`src/hw/rtl/qpd_pkg.sv`:
```
package qpd_pkg;

  // Width of the running decoded-byte counter (8 to 32).
  localparam int LENGTH_BITS = 16;
  localparam int OUT_LENGTH_BITS = 16;

  localparam logic [7:0] CHAR_TAB     = 8'h09;
  localparam logic [7:0] CHAR_LF      = 8'h0A;
  localparam logic [7:0] CHAR_VT      = 8'h0B;
  localparam logic [7:0] CHAR_FF      = 8'h0C;
  localparam logic [7:0] CHAR_CR      = 8'h0D;
  localparam logic [7:0] CHAR_SPACE   = 8'h20;
  localparam logic [7:0] CHAR_PLUS    = 8'h2B;
  localparam logic [7:0] CHAR_MINUS   = 8'h2D;
  localparam logic [7:0] CHAR_0       = 8'h30;
  localparam logic [7:0] CHAR_9       = 8'h39;
  localparam logic [7:0] CHAR_EQ      = 8'h3D;
  localparam logic [7:0] CHAR_UPPER_A = 8'h41;
  localparam logic [7:0] CHAR_UPPER_F = 8'h46;
  localparam logic [7:0] CHAR_LOWER_A = 8'h61;
  localparam logic [7:0] CHAR_LOWER_F = 8'h66;

  typedef enum logic [1:0] {
    MODE_NORMAL     = 2'd0,
    MODE_AFTER_EQ   = 2'd1,
    MODE_AFTER_CR   = 2'd2,
    MODE_HAVE_FIRST = 2'd3
  } mode_t;

  typedef struct packed {
    logic [7:0] in_byte;
    logic       last;
  } in_item_t;

  typedef struct packed {
    logic [7:0]                 out_byte;
    logic                       byte_valid;
    logic                       end_of_message;
    logic                       truncated_escape;
    logic [OUT_LENGTH_BITS-1:0] decoded_length;
  } result_t;

  typedef struct packed {
    logic       ok;
    logic [3:0] val;
  } hex_digit_t;

  function automatic hex_digit_t hex_value(input logic [7:0] c);
    hex_digit_t d;
    d.ok  = 1'b1;
    d.val = 4'd0;
    if (c >= CHAR_0 && c <= CHAR_9) begin
      d.val = 4'(c - CHAR_0);
    end else if (c >= CHAR_LOWER_A && c <= CHAR_LOWER_F) begin
      d.val = 4'(c - CHAR_LOWER_A + 8'd10);
    end else if (c >= CHAR_UPPER_A && c <= CHAR_UPPER_F) begin
      d.val = 4'(c - CHAR_UPPER_A + 8'd10);
    end else begin
      d.ok = 1'b0;
    end
    return d;
  endfunction

  function automatic logic is_space(input logic [7:0] c);
    logic sp;
    sp = (c inside {CHAR_SPACE, CHAR_TAB, CHAR_LF, CHAR_VT, CHAR_FF, CHAR_CR});
    return sp;
  endfunction

  // Saturate the internal counter to the 16-bit reported length.
  function automatic logic [OUT_LENGTH_BITS-1:0] sat_length(
    input logic [LENGTH_BITS-1:0] count
  );
    logic [32:0] wide;
    logic [32:0] limit;
    wide  = 33'(count);
    limit = 33'({OUT_LENGTH_BITS{1'b1}});
    return (wide > limit) ? {OUT_LENGTH_BITS{1'b1}} : wide[OUT_LENGTH_BITS-1:0];
  endfunction

endpackage

```
`src/hw/rtl/qpd_in_if.sv`:
```
interface qpd_in_if;
  import qpd_pkg::*;

  logic     valid;
  logic     ready;
  in_item_t data;

  modport source (output valid, output data, input ready);
  modport sink (input valid, input data, output ready);
endinterface

```
`src/hw/rtl/qpd_out_if.sv`:
```
interface qpd_out_if;
  import qpd_pkg::*;

  logic    valid;
  logic    ready;
  result_t data;

  modport source (output valid, output data, input ready);
  modport sink (input valid, input data, output ready);
endinterface

```
`src/hw/rtl/qpd_hex_parse.sv`:
```
// Two-character strtoul-style hex parse, result modulo 256.
module qpd_hex_parse (
  input  logic [7:0] c0,
  input  logic [7:0] c1,
  output logic [7:0] value
);
  import qpd_pkg::*;

  hex_digit_t d0;
  hex_digit_t d1;

  assign d0 = hex_value(c0);
  assign d1 = hex_value(c1);

  always_comb begin
    value = 8'd0;
    if (is_space(c0) || c0 == CHAR_PLUS) begin
      value = d1.ok ? {4'd0, d1.val} : 8'd0;
    end else if (c0 == CHAR_MINUS) begin
      value = d1.ok ? 8'(8'd0 - {4'd0, d1.val}) : 8'd0;
    end else if (!d0.ok) begin
      value = 8'd0;
    end else if (!d1.ok) begin
      value = {4'd0, d0.val};
    end else begin
      value = {d0.val, d1.val};
    end
  end
endmodule

```
`src/hw/rtl/qpd_decode.sv`:
```
// Escape state machine and length counter; state moves on advance.
module qpd_decode (
  input  logic              clk,
  input  logic              rst,
  input  logic              advance,
  input  qpd_pkg::in_item_t item,
  output logic              has_result,
  output qpd_pkg::result_t  result
);
  import qpd_pkg::*;

  mode_t                  mode;
  mode_t                  mode_next;
  logic [7:0]             first_escape_char;
  logic [7:0]             first_escape_char_next;
  logic [LENGTH_BITS-1:0] byte_count;
  logic [LENGTH_BITS-1:0] byte_count_next;
  logic [LENGTH_BITS-1:0] count_inc;
  logic [7:0]             parsed;
  logic [7:0]             dec_byte;
  logic                   emit;
  mode_t                  mode_after;

  qpd_hex_parse u_hex_parse (
    .c0    (first_escape_char),
    .c1    (item.in_byte),
    .value (parsed)
  );

  always_ff @(posedge clk) begin
    if (rst) begin
      mode              <= MODE_NORMAL;
      first_escape_char <= 8'd0;
      byte_count        <= '0;
    end else if (advance) begin
      mode              <= mode_next;
      first_escape_char <= first_escape_char_next;
      byte_count        <= byte_count_next;
    end
  end

  always_comb begin
    mode_after             = mode;
    first_escape_char_next = first_escape_char;
    emit                   = 1'b0;
    dec_byte               = 8'd0;
    case (mode)
      MODE_NORMAL: begin
        if (item.in_byte == CHAR_EQ) begin
          mode_after = MODE_AFTER_EQ;
        end else begin
          emit     = 1'b1;
          dec_byte = item.in_byte;
        end
      end
      MODE_AFTER_EQ: begin
        if (item.in_byte == CHAR_CR) begin
          mode_after = MODE_AFTER_CR;
        end else if (item.in_byte == CHAR_LF) begin
          mode_after = MODE_NORMAL;
        end else begin
          first_escape_char_next = item.in_byte;
          mode_after             = MODE_HAVE_FIRST;
        end
      end
      MODE_AFTER_CR: begin
        if (item.in_byte == CHAR_LF) begin
          mode_after = MODE_NORMAL;
        end else begin
          first_escape_char_next = item.in_byte;
          mode_after             = MODE_HAVE_FIRST;
        end
      end
      MODE_HAVE_FIRST: begin
        emit       = 1'b1;
        dec_byte   = parsed;
        mode_after = MODE_NORMAL;
      end
      default: begin
        mode_after = MODE_NORMAL;
      end
    endcase

    count_inc = (emit && byte_count != {LENGTH_BITS{1'b1}}) ?
                byte_count + LENGTH_BITS'(1) : byte_count;

    has_result               = emit || item.last;
    result.out_byte          = dec_byte;
    result.byte_valid        = emit;
    result.end_of_message    = item.last;
    result.truncated_escape  = item.last && (mode_after != MODE_NORMAL);
    result.decoded_length    = item.last ? sat_length(count_inc) : '0;

    // End of message returns everything to reset values.
    if (item.last) begin
      mode_next              = MODE_NORMAL;
      first_escape_char_next = 8'd0;
      byte_count_next        = '0;
    end else begin
      mode_next       = mode_after;
      byte_count_next = count_inc;
    end
  end
endmodule

```
`src/hw/rtl/quoted_printable_decoder.sv`:
```
// Quoted-printable decoder.
//
// item   : sink channel, one encoded byte per transfer plus a last flag that
//          marks the final byte of a message.
// result : source channel, zero or one transfer per input byte. Plain bytes
//          and completed "=XY" escapes give a decoded byte; '=' and soft
//          line breaks ("=LF", "=CRLF") give nothing. The last byte always
//          gives a transfer with end_of_message, the saturated decoded
//          length and a flag if an escape was cut off by the end.
//
// An input transfer reaches its result through the input register, then
// decode into the result register. Throughput: one byte per cycle while
// the receiver does not stall.
//
// Reset (rst, synchronous) empties both registers and returns the decoder
// to pass-through mode with a zero count. When the receiver stalls, the
// result register holds; one more byte is taken into the input register,
// after which item.ready drops until the result moves.
module quoted_printable_decoder (
  input logic     clk,
  input logic     rst,
  qpd_in_if.sink  item,
  qpd_out_if.source result
);
  import qpd_pkg::*;

  // Input register
  logic     s_valid;
  in_item_t s_item;

  // Result register
  logic     o_valid;
  result_t  o_data;

  logic     advance;      // staged byte is decoded this cycle
  logic     out_free;     // result register can take a new value
  logic     has_result;
  result_t  dec_result;

  assign out_free   = !o_valid || result.ready;
  assign advance    = s_valid && out_free;
  assign item.ready = !s_valid || advance;

  always_ff @(posedge clk) begin
    if (rst) begin
      s_valid <= 1'b0;
    end else if (item.ready) begin
      s_valid <= item.valid;
    end
  end

  always_ff @(posedge clk) begin
    if (item.ready && item.valid) begin
      s_item <= item.data;
    end
  end

  qpd_decode u_decode (
    .clk        (clk),
    .rst        (rst),
    .advance    (advance),
    .item       (s_item),
    .has_result (has_result),
    .result     (dec_result)
  );

  // Bytes that decode to nothing just drop out of the input register.
  always_ff @(posedge clk) begin
    if (rst) begin
      o_valid <= 1'b0;
    end else if (out_free) begin
      o_valid <= advance && has_result;
    end
  end

  always_ff @(posedge clk) begin
    if (advance && has_result) begin
      o_data <= dec_result;
    end
  end

  assign result.valid = o_valid;
  assign result.data  = o_data;

  // Every result carries a byte or closes a message.
  a_result_nonempty: assert property (@(posedge clk) disable iff (rst)
    o_valid |-> (o_data.byte_valid || o_data.end_of_message))
    else $error("result with neither byte nor end of message");

  // Length and truncation fields only appear on end of message.
  a_eom_fields: assert property (@(posedge clk) disable iff (rst)
    (o_valid && !o_data.end_of_message) |->
      (!o_data.truncated_escape && o_data.decoded_length == '0))
    else $error("end-of-message fields set on mid-message result");

  // A decoded last byte always lands in the result register.
  a_last_gives_result: assert property (@(posedge clk) disable iff (rst)
    (advance && s_item.last) |=> (o_valid && o_data.end_of_message))
    else $error("last byte produced no end-of-message result");

  // Input side only stalls with a full input register.
  a_ready_low_full: assert property (@(posedge clk) disable iff (rst)
    !item.ready |-> (s_valid && o_valid && !result.ready))
    else $error("input stalled without backpressure");
endmodule
```
`src/flat_wrapper.sv`:
```
// flat-port wrapper written by rule: the top's interface ports become plain ports
module quoted_printable_decoder_flat import qpd_pkg::*;
  (clk, rst, item_valid, item_data, item_ready, result_valid, result_data, result_ready);
  qpd_in_if item_i ();
  qpd_out_if result_i ();
  input logic clk;
  input logic rst;
  input wire logic [$bits(item_i.valid)-1:0] item_valid;
  input wire logic [$bits(item_i.data)-1:0] item_data;
  output wire logic [$bits(item_i.ready)-1:0] item_ready;
  output wire logic [$bits(result_i.valid)-1:0] result_valid;
  output wire logic [$bits(result_i.data)-1:0] result_data;
  input wire logic [$bits(result_i.ready)-1:0] result_ready;
  assign item_i.valid = item_valid;
  assign item_i.data = item_data;
  assign item_ready = item_i.ready;
  assign result_valid = result_i.valid;
  assign result_data = result_i.data;
  assign result_i.ready = result_ready;
  quoted_printable_decoder u_core (.clk(clk), .rst(rst), .item(item_i), .result(result_i));
endmodule
```
`config.mk`:
```
export PLATFORM = sky130hd
export DESIGN_NAME = quoted_printable_decoder_flat
export DESIGN_NICKNAME = d
export VERILOG_FILES = /design/src/hw/rtl/qpd_pkg.sv /design/src/hw/rtl/qpd_in_if.sv /design/src/hw/rtl/qpd_out_if.sv /design/src/hw/rtl/qpd_hex_parse.sv /design/src/hw/rtl/qpd_decode.sv /design/src/hw/rtl/quoted_printable_decoder.sv /design/src/flat_wrapper.sv
export SDC_FILE = /design/constraint.sdc
export NUM_CORES = 1
export LEC_CHECK = 0
export ABC_AREA = 1
export BUFFER_PORTS_ARGS = -buffer_cell sky130_fd_sc_hd__buf_2
export CAP_MARGIN = 10
export CORE_MARGIN = 2
export CORE_UTILIZATION = 40
export DETAILED_ROUTE_END_ITERATION = 16
export HOLD_SLACK_MARGIN = 0.15
export PLACE_DENSITY = 0.6
export SYNTH_ARGS = -nofsm -noshare
export SYNTH_HDL_FRONTEND = slang
export SYNTH_SLANG_ARGS = --single-unit
```
`constraint.sdc`:
```
create_clock -name clk -period 2.4 [get_ports clk]
set_clock_uncertainty 0.2 [all_clocks]
set_input_delay 0.24 -clock clk [delete_from_list [all_inputs] [get_ports clk]]
set_output_delay 0.24 -clock clk [all_outputs]
set_load 0.1 [all_outputs]
```
==> key figures <==
Critical path
  – CP cell instances: inv_2, ha_4, nand3b_1, nand3_4, nand2_4, nand3_4, ha_4, o21ai_4, nor2_2, nand2_2, nand3_2, a21oi_2
  – Worst stage delay on the critical path: 470 ps
  – Worst Setup SP: u_core.s_item[1]
  – Crit path required time: 2380 ps
  – RR Startpoint: u_core.s_item[1]
  – Worst-path maximum fanout: 5
  – Critical path's slowest cell: edfxtp_1
  – Setup crit end kind: flop
  – Worst Setup Start Kind: flop
  – Critical path type: reg -> reg
  – CP Data Arrival Time: 2300 ps

Synth
  – Syn Area/Cell: 8.07 um^2
  – Sequential area share after synthesis: 0.438
  – YS warnings: 0
  – Syn_nets: 491
  – Netlist cell types: 37
  – Asr flop ratio synth: 0
  – FF+latch count, synth: 64
  – Synth Flop Type: edfxtp_1
  – Mapped Area: 3750 um^2
  – EDFF count, synth: 36
  – Synth Instances: 464

Global route
  – Initial antenna violation count: 0
  – Gr ovfl total: 0
  – Gr usage total: 0.188
  – Largest net degree at the start of global routing: 29
  – Vias in the first global route: 3118
  – First-pass GRT wire length: 14.9 mm

Outcome
  – Status: finished clean

Detailed routing
  – Post-Route WL: 9.24 mm
  – First-pass DRT Iterations: 4
  – Vias/cell: 4.96
  – ANT nets after route: 0
  – Drt drc: 0
  – Routed length per instance: 14.1 um
  – DR iter-0 viols: 176
  – Vias after detailed routing: 3258

Cells and area
  – Register Area: 1640 um^2
  – Most common cell after layout, fill and taps aside: nand2_1
  – Utilization after layout: 0.507
  – N_diodes: 0
  – Share of cells above drive strength 1: 0.258
  – Count of non-filler cells in the finished layout: 657
  – Most frequent cells in the layout: nand2_1 (112), nor2_1 (50), inv_1 (41), buf_2 (41), edfxtp_1 (36)
  – Area occupied by multi-input gates: 1970 um^2
  – Fin nets: 568
  – Fillers: 890
  – Area added between synthesis and finish: 23.9%

STA
  – Tcrit/Tclk final: 0.966
  – Setup TNS: 0 ps
  – Final max-slew violation count: 0
  – Final hold violations: 0
  – Final setup viols: 0
  – Maximum clock rate: 431 MHz
  – Slew HR: 0.574
  – RSZ-0062 raised after global routing: yes
  – Tightest Pin Transition: 639 ps
  – Tmin final: 2320 ps

Pwr
  – Peak supply drop: 0.306 mV
  – Net Switching: 0.000728 W
  – Cell area power density: 518 nW/um^2
  – Leak pwr: 1.85 nW
  – Sw frac: 0.303
  – Flop pwr share: 0.505
  – Clock power share: 0.343
  – Int Power: 0.00168 W
  – Comb pwr share: 0.153

Run
  – Max cap viols: 0

Die
  – Initial Util: 0.409
  – Die Y-Extent: 101 um
  – Io pins: 42
  – Die width: 101 um
  – Core area: 9150 um^2
  – Die area: 10200 um^2
  – Row cnt: 35

Worst hold path
  – Min-Delay Path Class: in -> reg
  – Hold path start: rst

Placement
  – GPL Wtd Cong: 0.889
  – Port bufs: 41
  – HPWL Detailed: 6.61 mm
  – DP Cell Count: 624

Clock network
  – Num CTS Buffers: 9
  – Clk buf depth: 2
  – Root Driver: clkbuf_8
  – Htree depth: 3
  – Clock insertion delay at the later pin of the skew report: 330 ps
  – Clock transition at path regs: 70 ps
  – # clock sinks: 64
  – TritonCTS clock tree: built
==> layer usage <==
| layer | global-route usage | part of all wire | vias up |
|---|---|---|---|
| met2 | 0.289 | 0.45 | 67 |
| met3 | 0.0305 | 0.044 | 8 |
| met5 | 0 | 0 | - |
| li1 | - | - | 1679 |
| met4 | 0.0527 | 0.0091 | 0 |
| met1 | 0.273 | 0.50 | 1504 |
==> critical path, delay by kind of cell, from the launching register on <==
kind | cells | cell delay, ps
and+or+nand+nor | 7 | 760
DFF | 1 | 470
adders and majority gates | 2 | 320
AOI/OAI and AO/OA | 2 | 270
buffers and inverters | 1 | 140
==> cells by family after synthesis <==
family,share of synthesized area
flops,0.438
simple gates,0.299
compound gates,0.117
fa+ha+maj,0.0468
buf+inv,0.0661
xor+xnor,0.0327
==> power by group through the flow <==
stage          clock [W]  sequential, W  combinational [W]
6_report        0.000824        0.00121           0.000367
5_1_grt         0.000886        0.00122           0.000389
4_1_cts         0.000849        0.00121           0.000349
3_5_place_dp           0        0.00124           0.000332
3_3_place_gp           0        0.00124           0.000331
2_1_floorplan          0        0.00140          0.0000911
==> metrics by stage <==
stage / total power, W / hold slack, ps / instance area, um^2 / setup WS, ps
after floorplan: 0.00149 / 139 / 3750 / 37.1
after global placement: 0.00157 / 220 / 4200 / 114
after detailed placement: 0.00157 / 218 / 4200 / 26.3
after CTS: 0.00241 / 204 / 4500 / 8.53
after global routing: 0.00249 / 248 / 4640 / -45.3
final: 0.00241 / 219 / 4640 / 81.5
==> state kept, by name, indices dropped and copies added, names as in the netlist <==
name                               cells
u_core.result.valid                    1
u_core.u_decode.byte_count            16
u_core.result.data                    27
u_core.u_decode.first_escape_char      8
u_core.u_decode.mode                   2
u_core.s_valid                         1
u_core.s_item                          9
==> final cells by class <==
| class | instances | area share |
|---|---|---|
| Clock buffer | 10 | 0.0296 |
| Clock inverter | 6 | 0.00728 |
| Inverter | 48 | 0.0394 |
| Multi-Input combinational cell | 341 | 0.424 |
| Sequential cell | 64 | 0.354 |
| Tap cell | 111 | 0.0299 |
| Timing Repair Buffer | 77 | 0.116 |
==> path summary, 6_finish.rpt <==
| check | endpoint | slack (ps) | depth (start not counted) |
|---|---|---|---|
| worst max-delay path | u_core.result.data[23] | 80 | 12 |
| worst min-delay path | u_core.u_decode.byte_count[10] | 220 | 2 |
| worst max register to register | u_core.result.data[23] | 80 | 12 |
| worst min register to register | u_core.u_decode.first_escape_char[5] | 280 | 2 |
==> synthesized netlist by cell type, types with 6 or more instances <==
library cell,count,area share
xor2_1,10,0.023
dfxtp_1,28,0.15
ha_1,14,0.047
o21ai_2,9,0.021
or2_1,12,0.020
nand4_1,7,0.012
o21ai_0,9,0.012
inv_1,44,0.044
a21oi_2,6,0.014
nand3_1,26,0.035
nand2_2,13,0.022
clkbuf_1,7,0.0070
a21oi_1,33,0.044
nand2_1,115,0.12
nor2_1,51,0.051
o21ai_1,6,0.0080
edfxtp_1,36,0.29
==> timing repair <==
action,CTS,global route
resized for setup,0,26
endpoints found under the setup margin,0,40
hold buffers,13,0
hold endpoints to repair,11,0
buffers inserted,0,4
No activity file was read; power rests on OpenSTA's default activity.
